$ cat src/hw/rtl/tbrl_pkg.sv
package tbrl_pkg;

  localparam int unsigned OP_W         = 2;
  localparam int unsigned TIME_W       = 64;
  localparam int unsigned COST_W       = 16;
  localparam int unsigned RATE_W       = 20;
  localparam int unsigned TOKEN_SCALE  = 1000000;
  localparam int unsigned NEED_W       = COST_W + $clog2(TOKEN_SCALE);
  localparam int unsigned BURST_TOKENS_DEF = 16;

  localparam logic [RATE_W-1:0] RATE_RESET = RATE_W'(10);

  typedef enum logic [OP_W-1:0] {
    OP_CONSUME = 2'd0,
    OP_QUERY   = 2'd1,
    OP_RESTART = 2'd2
  } op_e;

endpackage

$ cat src/hw/rtl/tbrl_in_if.sv
interface tbrl_in_if;
  logic                             valid;
  logic                             ready;
  logic [tbrl_pkg::OP_W-1:0]        operation;
  logic [tbrl_pkg::TIME_W-1:0]      now_us;
  logic [tbrl_pkg::COST_W-1:0]      cost;

  modport source (output valid, output operation, output now_us, output cost, input ready);
  modport sink (input valid, input operation, input now_us, input cost, output ready);
endinterface

$ cat src/hw/rtl/tbrl_out_if.sv
interface tbrl_out_if;
  logic                             valid;
  logic                             ready;
  logic                             granted;
  logic [tbrl_pkg::TIME_W-1:0]      deadline_us;

  modport source (output valid, output granted, output deadline_us, input ready);
  modport sink (input valid, input granted, input deadline_us, output ready);
endinterface

$ cat src/hw/rtl/token_bucket_rate_limiter.sv
// channel   dir  signals                                      transfer
// in_i      in   valid ready operation now_us cost            valid && ready
// out_o     out  valid ready granted deadline_us              valid && ready
// cfg       in   cfg_we_i cfg_data_i (rate_per_second)        cfg_we_i
//
// one item at a time: a restart needs no arithmetic, a covered consume or query
// waits for the bit-serial refill multiply, an uncovered one also for the
// bit-serial ceiling division of the missing units by the rate.
// the result sits in an output register; the next item is taken while it waits.
// reset fills the bucket, clears the refill time and sets the rate to 10.
module token_bucket_rate_limiter #(
  parameter int unsigned BURST_TOKENS = tbrl_pkg::BURST_TOKENS_DEF
) (
  input  logic                        clk_i,
  input  logic                        rst_ni,
  input  logic                        cfg_we_i,
  input  logic [tbrl_pkg::RATE_W-1:0] cfg_data_i,
  tbrl_in_if.sink                     in_i,
  tbrl_out_if.source                  out_o
);

  localparam int unsigned CAP_UNITS = BURST_TOKENS * tbrl_pkg::TOKEN_SCALE;
  localparam int unsigned BW        = $clog2(CAP_UNITS + 1);
  localparam int unsigned TW        = tbrl_pkg::TIME_W;
  localparam int unsigned RW        = tbrl_pkg::RATE_W;
  localparam int unsigned NW        = tbrl_pkg::NEED_W;
  localparam int unsigned CW        = tbrl_pkg::COST_W;
  localparam int unsigned PW        = BW + RW;
  localparam logic [BW-1:0] CAP     = BW'(CAP_UNITS);

  typedef enum logic [4:0] {
    S_IDLE  = 5'b00001,
    S_MUL   = 5'b00010,
    S_AVAIL = 5'b00100,
    S_CHK   = 5'b01000,
    S_DIV   = 5'b10000
  } state_e;

  state_e                    state_q, state_d;
  logic                      done_q, done_d;
  logic [RW-1:0]             rate_q;
  logic [BW-1:0]             bucket_q;
  logic [TW-1:0]             last_q;
  logic [tbrl_pkg::OP_W-1:0] op_q;
  logic [TW-1:0]             now_q;
  logic [CW-1:0]             cost_q;
  logic [NW-1:0]             need_q;
  logic                      big_q;
  logic [BW-1:0]             avail_q;
  logic                      covered_q;
  logic [TW-1:0]             deadline_q;
  logic                      out_valid_q;
  logic                      out_granted_q;
  logic [TW-1:0]             out_deadline_q;

  logic [RW-1:0]             rate_eff;
  logic                      in_xfer;
  logic                      in_restart;
  logic [TW-1:0]             elapsed;
  logic                      mul_start;
  logic                      mul_done;
  logic [PW-1:0]             mul_p;
  logic [BW-1:0]             room;
  logic                      full;
  logic                      covered;
  logic                      div_start;
  logic                      div_done;
  logic [NW-1:0]             div_q;
  logic                      div_rnz;
  logic                      cost_ok;
  logic                      is_restart;
  logic                      is_consume;
  logic                      out_free;

  assign rate_eff   = (rate_q == '0) ? RW'(1) : rate_q;
  assign in_xfer    = in_i.valid && in_i.ready;
  assign in_restart = in_i.operation == tbrl_pkg::OP_RESTART;
  assign elapsed    = in_i.now_us - last_q;
  assign mul_start  = in_xfer && !in_restart;
  assign room       = CAP - bucket_q;
  assign full       = big_q || (mul_p >= PW'(room));
  assign covered    = NW'(avail_q) >= need_q;
  assign div_start  = (state_q == S_CHK) && !covered;
  assign cost_ok    = (cost_q != '0) && (cost_q <= CW'(BURST_TOKENS));
  assign is_restart = op_q == tbrl_pkg::OP_RESTART;
  assign is_consume = op_q == tbrl_pkg::OP_CONSUME;
  assign out_free   = !out_valid_q || out_o.ready;

  assign in_i.ready        = (state_q == S_IDLE) && !done_q;
  assign out_o.valid       = out_valid_q;
  assign out_o.granted     = out_granted_q;
  assign out_o.deadline_us = out_deadline_q;

  tbrl_mul #(
    .AW (BW),
    .RW (RW)
  ) u_mul (
    .clk_i   (clk_i),
    .rst_ni  (rst_ni),
    .start_i (mul_start),
    .a_i     (elapsed[BW-1:0]),
    .b_i     (rate_eff),
    .done_o  (mul_done),
    .p_o     (mul_p)
  );

  tbrl_div #(
    .DW (NW),
    .RW (RW)
  ) u_div (
    .clk_i    (clk_i),
    .rst_ni   (rst_ni),
    .start_i  (div_start),
    .n_i      (need_q - NW'(avail_q)),
    .d_i      (rate_eff),
    .done_o   (div_done),
    .q_o      (div_q),
    .rem_nz_o (div_rnz)
  );

  always_comb begin
    state_d = state_q;
    done_d  = done_q;
    case (state_q)
      S_IDLE: begin
        if (done_q) begin
          if (out_free) begin
            done_d = 1'b0;
          end
        end else if (in_xfer) begin
          if (in_restart) begin
            done_d = 1'b1;
          end else begin
            state_d = S_MUL;
          end
        end
      end
      S_MUL: begin
        if (mul_done) begin
          state_d = S_AVAIL;
        end
      end
      S_AVAIL: begin
        state_d = S_CHK;
      end
      S_CHK: begin
        if (covered) begin
          state_d = S_IDLE;
          done_d  = 1'b1;
        end else begin
          state_d = S_DIV;
        end
      end
      S_DIV: begin
        if (div_done) begin
          state_d = S_IDLE;
          done_d  = 1'b1;
        end
      end
      default: begin
        state_d = S_IDLE;
        done_d  = 1'b0;
      end
    endcase
  end

  always_ff @(posedge clk_i or negedge rst_ni) begin
    if (!rst_ni) begin
      state_q     <= S_IDLE;
      done_q      <= 1'b0;
      rate_q      <= tbrl_pkg::RATE_RESET;
      bucket_q    <= CAP;
      last_q      <= '0;
      out_valid_q <= 1'b0;
    end else begin
      state_q <= state_d;
      done_q  <= done_d;
      if (cfg_we_i) begin
        rate_q <= cfg_data_i;
      end
      if (done_q && out_free) begin
        out_valid_q <= 1'b1;
        if (is_restart) begin
          bucket_q <= CAP;
          last_q   <= now_q;
        end else if (is_consume && cost_ok) begin
          bucket_q <= covered_q ? avail_q - BW'(need_q) : avail_q;
          last_q   <= now_q;
        end
      end else if (out_o.ready) begin
        out_valid_q <= 1'b0;
      end
    end
  end

  always_ff @(posedge clk_i) begin
    if (in_xfer) begin
      op_q       <= in_i.operation;
      now_q      <= in_i.now_us;
      cost_q     <= in_i.cost;
      need_q     <= NW'(in_i.cost) * NW'(tbrl_pkg::TOKEN_SCALE);
      big_q      <= |elapsed[TW-1:BW];
      deadline_q <= in_i.now_us;
    end
    if (state_q == S_AVAIL) begin
      avail_q <= full ? CAP : bucket_q + mul_p[BW-1:0];
    end
    if (state_q == S_CHK) begin
      covered_q <= covered;
    end
    if (div_done) begin
      deadline_q <= now_q + TW'(div_q) + TW'(div_rnz);
    end
    if (done_q && out_free) begin
      out_granted_q  <= is_restart || (cost_ok && covered_q);
      out_deadline_q <= deadline_q;
    end
  end

  a_state_onehot: assert property (@(posedge clk_i) disable iff (!rst_ni)
    $onehot(state_q))
    else $error("state register not one-hot");

  a_bucket_cap: assert property (@(posedge clk_i) disable iff (!rst_ni)
    bucket_q <= CAP)
    else $error("bucket above capacity");

  a_out_from_done: assert property (@(posedge clk_i) disable iff (!rst_ni)
    $rose(out_valid_q) |-> $past(done_q))
    else $error("result shown without a finished item");

  a_restart_fast: assert property (@(posedge clk_i) disable iff (!rst_ni)
    (in_xfer && in_restart) |=> (done_q && state_q == S_IDLE))
    else $error("restart did not finish in one cycle");

endmodule

$ cat src/hw/rtl/tbrl_mul.sv
module tbrl_mul #(
  parameter int unsigned AW = 24,
  parameter int unsigned RW = tbrl_pkg::RATE_W
) (
  input  logic             clk_i,
  input  logic             rst_ni,
  input  logic             start_i,
  input  logic [AW-1:0]    a_i,
  input  logic [RW-1:0]    b_i,
  output logic             done_o,
  output logic [AW+RW-1:0] p_o
);

  localparam int unsigned CW = $clog2(RW + 1);

  logic [AW-1:0]    a_q;
  logic [RW-1:0]    b_q;
  logic [AW+RW-1:0] p_q;
  logic [CW-1:0]    cnt_q;
  logic             busy_q;
  logic             done_q;

  // one multiplier bit per cycle, msb first
  always_ff @(posedge clk_i or negedge rst_ni) begin
    if (!rst_ni) begin
      busy_q <= 1'b0;
      done_q <= 1'b0;
      cnt_q  <= '0;
    end else begin
      done_q <= 1'b0;
      if (start_i) begin
        busy_q <= 1'b1;
        cnt_q  <= CW'(RW);
      end else if (busy_q) begin
        cnt_q <= cnt_q - CW'(1);
        if (cnt_q == CW'(1)) begin
          busy_q <= 1'b0;
          done_q <= 1'b1;
        end
      end
    end
  end

  always_ff @(posedge clk_i) begin
    if (start_i) begin
      a_q <= a_i;
      b_q <= b_i;
      p_q <= '0;
    end else if (busy_q) begin
      p_q <= {p_q[AW+RW-2:0], 1'b0} + (b_q[RW-1] ? (AW+RW)'(a_q) : '0);
      b_q <= {b_q[RW-2:0], 1'b0};
    end
  end

  assign done_o = done_q;
  assign p_o    = p_q;

endmodule

$ cat src/hw/rtl/tbrl_div.sv
module tbrl_div #(
  parameter int unsigned DW = tbrl_pkg::NEED_W,
  parameter int unsigned RW = tbrl_pkg::RATE_W
) (
  input  logic          clk_i,
  input  logic          rst_ni,
  input  logic          start_i,
  input  logic [DW-1:0] n_i,
  input  logic [RW-1:0] d_i,
  output logic          done_o,
  output logic [DW-1:0] q_o,
  output logic          rem_nz_o
);

  localparam int unsigned CW = $clog2(DW + 1);

  logic [DW-1:0] q_q;
  logic [RW-1:0] r_q;
  logic [RW-1:0] d_q;
  logic [CW-1:0] cnt_q;
  logic          busy_q;
  logic          done_q;
  logic [RW:0]   trial;
  logic          ge;
  logic [RW:0]   diff;

  // restoring division, one quotient bit per cycle
  assign trial = {r_q, q_q[DW-1]};
  assign ge    = trial >= {1'b0, d_q};
  assign diff  = trial - {1'b0, d_q};

  always_ff @(posedge clk_i or negedge rst_ni) begin
    if (!rst_ni) begin
      busy_q <= 1'b0;
      done_q <= 1'b0;
      cnt_q  <= '0;
    end else begin
      done_q <= 1'b0;
      if (start_i) begin
        busy_q <= 1'b1;
        cnt_q  <= CW'(DW);
      end else if (busy_q) begin
        cnt_q <= cnt_q - CW'(1);
        if (cnt_q == CW'(1)) begin
          busy_q <= 1'b0;
          done_q <= 1'b1;
        end
      end
    end
  end

  always_ff @(posedge clk_i) begin
    if (start_i) begin
      q_q <= n_i;
      r_q <= '0;
      d_q <= d_i;
    end else if (busy_q) begin
      q_q <= {q_q[DW-2:0], ge};
      r_q <= ge ? diff[RW-1:0] : trial[RW-1:0];
    end
  end

  assign done_o   = done_q;
  assign q_o      = q_q;
  assign rem_nz_o = |r_q;

endmodule

$ cat src/flat_wrapper.sv
// flat-port wrapper written by rule: the top's interface ports become plain ports
module token_bucket_rate_limiter_flat 
#(
  parameter int unsigned BURST_TOKENS = tbrl_pkg::BURST_TOKENS_DEF
)
  (clk_i, rst_ni, cfg_we_i, cfg_data_i, in_i_valid, in_i_operation, in_i_now_us, in_i_cost, in_i_ready, out_o_valid, out_o_granted, out_o_deadline_us, out_o_ready);
  tbrl_in_if in_i_i ();
  tbrl_out_if out_o_i ();
  input  logic clk_i;
  input  logic rst_ni;
  input  logic cfg_we_i;
  input  logic [tbrl_pkg::RATE_W-1:0] cfg_data_i;
  input wire logic [$bits(in_i_i.valid)-1:0] in_i_valid;
  input wire logic [$bits(in_i_i.operation)-1:0] in_i_operation;
  input wire logic [$bits(in_i_i.now_us)-1:0] in_i_now_us;
  input wire logic [$bits(in_i_i.cost)-1:0] in_i_cost;
  output wire logic [$bits(in_i_i.ready)-1:0] in_i_ready;
  output wire logic [$bits(out_o_i.valid)-1:0] out_o_valid;
  output wire logic [$bits(out_o_i.granted)-1:0] out_o_granted;
  output wire logic [$bits(out_o_i.deadline_us)-1:0] out_o_deadline_us;
  input wire logic [$bits(out_o_i.ready)-1:0] out_o_ready;
  assign in_i_i.valid = in_i_valid;
  assign in_i_i.operation = in_i_operation;
  assign in_i_i.now_us = in_i_now_us;
  assign in_i_i.cost = in_i_cost;
  assign in_i_ready = in_i_i.ready;
  assign out_o_valid = out_o_i.valid;
  assign out_o_granted = out_o_i.granted;
  assign out_o_deadline_us = out_o_i.deadline_us;
  assign out_o_i.ready = out_o_ready;
  token_bucket_rate_limiter #(.BURST_TOKENS(BURST_TOKENS)) u_core (.clk_i(clk_i), .rst_ni(rst_ni), .cfg_we_i(cfg_we_i), .cfg_data_i(cfg_data_i), .in_i(in_i_i), .out_o(out_o_i));
endmodule
$ cat config.mk
export PLATFORM = sky130hd
export DESIGN_NAME = token_bucket_rate_limiter_flat
export DESIGN_NICKNAME = d
export VERILOG_FILES = /design/src/hw/rtl/tbrl_pkg.sv /design/src/hw/rtl/tbrl_in_if.sv /design/src/hw/rtl/tbrl_out_if.sv /design/src/hw/rtl/token_bucket_rate_limiter.sv /design/src/hw/rtl/tbrl_mul.sv /design/src/hw/rtl/tbrl_div.sv /design/src/flat_wrapper.sv
export SDC_FILE = /design/constraint.sdc
export NUM_CORES = 2
export LEC_CHECK = 0
export ABC_AREA = 1
export BUFFER_PORTS_ARGS = -buffer_cell sky130_fd_sc_hd__buf_2
export CORE_MARGIN = 5
export CORE_UTILIZATION = 65
export DETAILED_ROUTE_END_ITERATION = 8
export PLACE_DENSITY = 0.89
export SYNTH_ARGS = -nofsm -noshare
export SYNTH_HDL_FRONTEND = slang
export SYNTH_SLANG_ARGS = --single-unit
export TNS_END_PERCENT = 1
$ cat constraint.sdc
create_clock -name clk_i -period 16.6 [get_ports clk_i]
set_input_delay 1.66 -clock clk_i [delete_from_list [all_inputs] [get_ports clk_i]]
set_output_delay 1.66 -clock clk_i [all_outputs]
set_load 0.005 [all_outputs]
==> run summary <==
status - finished clean
Final GP Congestion - 1.00
Initial Utilization - 65.6%
Req. time, crit path - 16.96 ns
Place WS - 9.92 ns
Reg clk slew, reported paths - 0.07 ns
CTS max path bufs - 3
Distinct cells, synth - 55
cells on worst reg2reg path - 24
DR iter-0 viols - 4279
post-CTS sizing - 0
Reg-to-Reg End - u_core.avail_q[20]
IO Port Bufs - 173
pwr dens - 196 mW/mm^2
share of cells above drive strength 1 - 6.58%
asr flop ratio synth - 23.3%
Post-synth top cells - 1312 x nand2_1, 926 x inv_1, 478 x nor2_1
final setup fails - 0
r2r startpoint - u_core.bucket_q[1]
Worst IR Drop VDD - 0.000129 V
top-count cell post-synth - nand2_1
Hold Path Stages - 0
die height - 260 um
num rows - 91
Final Slew Violations - 0
Syn Nets - 5782
Core Footprint - 0.0617 sq mm
Clock Tree Root - clkbuf_16
DRC errors left - 0
number of H-tree levels - 2
sequential share of the synthesized area - 38.2%
Pleak - 21.6 nW
Synth Area per Inst - 7.67 sq um
#FFs+latches synth - 558
vias in the first global route - 34165
Most used DFF post-synth - edfxtp_1
Slew HR - 28.0%
Tmin final - 6.07 ns
RSZ-0062 raised after global routing - false
Max Clock Skew - 0.0372 ns
Max FO, Critical Path - 7
Startpoint Class - input pin
top cells by area, synth - edfxtp_1 27%, nand2_1 12%, ha_1 10%, inv_1 8.6%, dfrtp_1 7.4%
CTS tree - done
nets - 5927
Max Cap Viol - 0
overall routed net length - 119000 um
CTS buffer count - 58
number of synthesized flops with an enable pin - 364
Hold Path Class - reg2reg
Area Overhead vs Synth - 8.93%
crit path kind - in2reg
hold_sp - u_core.deadline_q[61]
Cells after Synth - 5280
CTS Hold Buffers Added - 0
post-CTS setup buffers - 0
period utilization - 36.6%
first-pass GRT wire length - 184000 um
grt ovf - 0
Top-Level Pins - 174
CP Capture Type - flop
hpwl dp - 94600 um
setup ws final - 10.53 ns
clock latency at the later pin of the worst-skew pair - 0.65 ns
initial antenna violation count - 9
Sink Count - 558
setup TNS - 0 ns
Via density - 5.69
Yosys top cell by area - edfxtp_1
Fin. Hold Viols - 0
largest net degree at the start of global routing - 97
routed len/inst - 18.8 um
synthesized area - 0.0405 sq mm
final core utilization - 71.5%
DR vias - 35944
fmax - 165 MHz
YS warnings - 0
Die W - 260 um
TritonRoute pass-1 iters - 6
Synth top area share - 27.0%
FF-to-FF setup slack - 11.93 ns
Hold Path End - u_core.out_o.deadline_us[61]
DRT antenna net count - 0
All-Layer GR Usage - 34.4%
Slew @ Worst Pin - 1.08 ns
die area - 0.0674 sq mm
Arr. time, crit path - 6.43 ns
## power breakdown
part	switching [mW]	internal, mW	total [mW]	leakage [nW]
registers	0.390	2.14	2.53	5.45
logic	3.14	1.63	4.77	15.2
clock network	0.584	0.758	1.34	0.964
## critical path, cell delays in order
cell and delay, ns:
buf_2 0.18, inv_1 0.09, fa_1 0.54, inv_1 0.05, fa_1 0.50, fa_1 0.57
fa_1 0.42, ha_1 0.29, inv_1 0.05, fa_1 0.49, inv_1 0.04, ha_1 0.35
a21oi_1 0.14, inv_1 0.07, a21oi_1 0.11, a21boi_0 0.34, o21ai_0 0.23, a21oi_1 0.23
xnor2_1 0.09
## metal layers
metal | vias up | GRT usage (%) | part of all wire, %
met2 | 1710 | 55.3 | 45
met5 | - | 0 | 0.011
li1 | 17432 | - | -
met1 | 16549 | 47.9 | 41
met3 | 251 | 6.72 | 10
met4 | 2 | 10.2 | 3.4
## sequential cells by signal, indices dropped and copies added, names as in the netlist, 6 cells and up
name / flops
u_core.avail_q: 24
u_core.bucket_q: 24
u_core.cost_q: 16
u_core.deadline_q: 64
u_core.last_q: 64
u_core.need_q: 27
u_core.now_q: 64
u_core.out_o.deadline_us: 64
u_core.rate_q: 20
u_core.u_div.cnt_q: 6
u_core.u_div.d_q: 20
u_core.u_div.q_o: 36
u_core.u_div.r_q: 20
u_core.u_mul.a_q: 24
u_core.u_mul.b_q: 20
u_core.u_mul.p_o: 44
## layout make-up
cell class	count	area, sq um
Clock buffer	72	1610
Antenna cell	7	17.5
Multi-Input combinational cell	3683	21100
Inverter	935	3510
Sequential cell	558	15500
Tap cell	837	1050
Clock inverter	38	363
Timing Repair Buffer	189	992
Fill cell	4891	17600
## per-stage QoR
stage                     cell area (sq um)  total power, mW  hold WS, ns  cells
final                                 44100             8.64        0.413   6319
after detailed placement              42100             7.16        0.405   6202
after CTS                             44100             8.55        0.414   6312
after global routing                  44100             9.32        0.424   6318
after global placement                42100             7.03        0.401   6202
after floorplan                       40500             5.85        0.400   5280
## logic make-up (layout without fill, tap and decap cells)
logic type               after synthesis  count (layout)  share of synthesized area, %
AND/OR/NAND/NOR                     2215            2215                          22.5
buffers and inverters               1039            1234                          9.75
AO/OA/AOI/OAI                        867             867                          11.8
flip-flops                           558             558                          38.2
adder cells (fa/ha/maj)              395             395                          13.4
XOR/XNOR                             206             206                          4.46
other                                  0               7                             0
## cells in the final DEF (no fill, tap or decap), drive strengths merged, types with 2 or more instances in the layout
| cell | instances |
|---|---|
| nand2 | 1320 |
| inv | 942 |
| nor2 | 483 |
| o21ai | 381 |
| edfxtp | 364 |
| ha | 333 |
| a21oi | 325 |
| nand3 | 194 |
| buf | 189 |
| xor2 | 150 |
| dfrtp | 120 |
| nor3 | 73 |
| clkbuf | 72 |
| dfxtp | 64 |
| fa | 62 |
| xnor2 | 56 |
| nand4 | 56 |
| nor4 | 38 |
| a31oi | 33 |
| o21bai | 31 |
| or2 | 27 |
| clkinv | 22 |
| nand3b | 19 |
| o21a | 16 |
| o211ai | 16 |
| a21o | 14 |
| a21boi | 13 |
| dfstp | 10 |
| o22ai | 9 |
| o221ai | 8 |
| diode | 7 |
| a211oi | 7 |
| clkinvlp | 5 |
| and2 | 4 |
| o2111ai | 4 |
| a22oi | 4 |
| bufinv | 4 |
| o31ai | 2 |
## worst max path at each step
stage | startpoint | endpoint | slack, ns | cells past startpoint
after CTS | in_i_cost[1] | u_core.need_q[29] | 10.57 | 19
after floorplan | in_i_valid | u_core.deadline_q[0] | 8.19 | 4
after detailed placement | in_i_cost[1] | u_core.need_q[29] | 9.92 | 19
final | in_i_cost[1] | u_core.need_q[29] | 10.53 | 19
after global placement | in_i_cost[1] | u_core.need_q[29] | 9.98 | 19
after global routing | in_i_cost[1] | u_core.need_q[29] | 10.18 | 19
No activity file was read; power rests on OpenSTA's default activity.
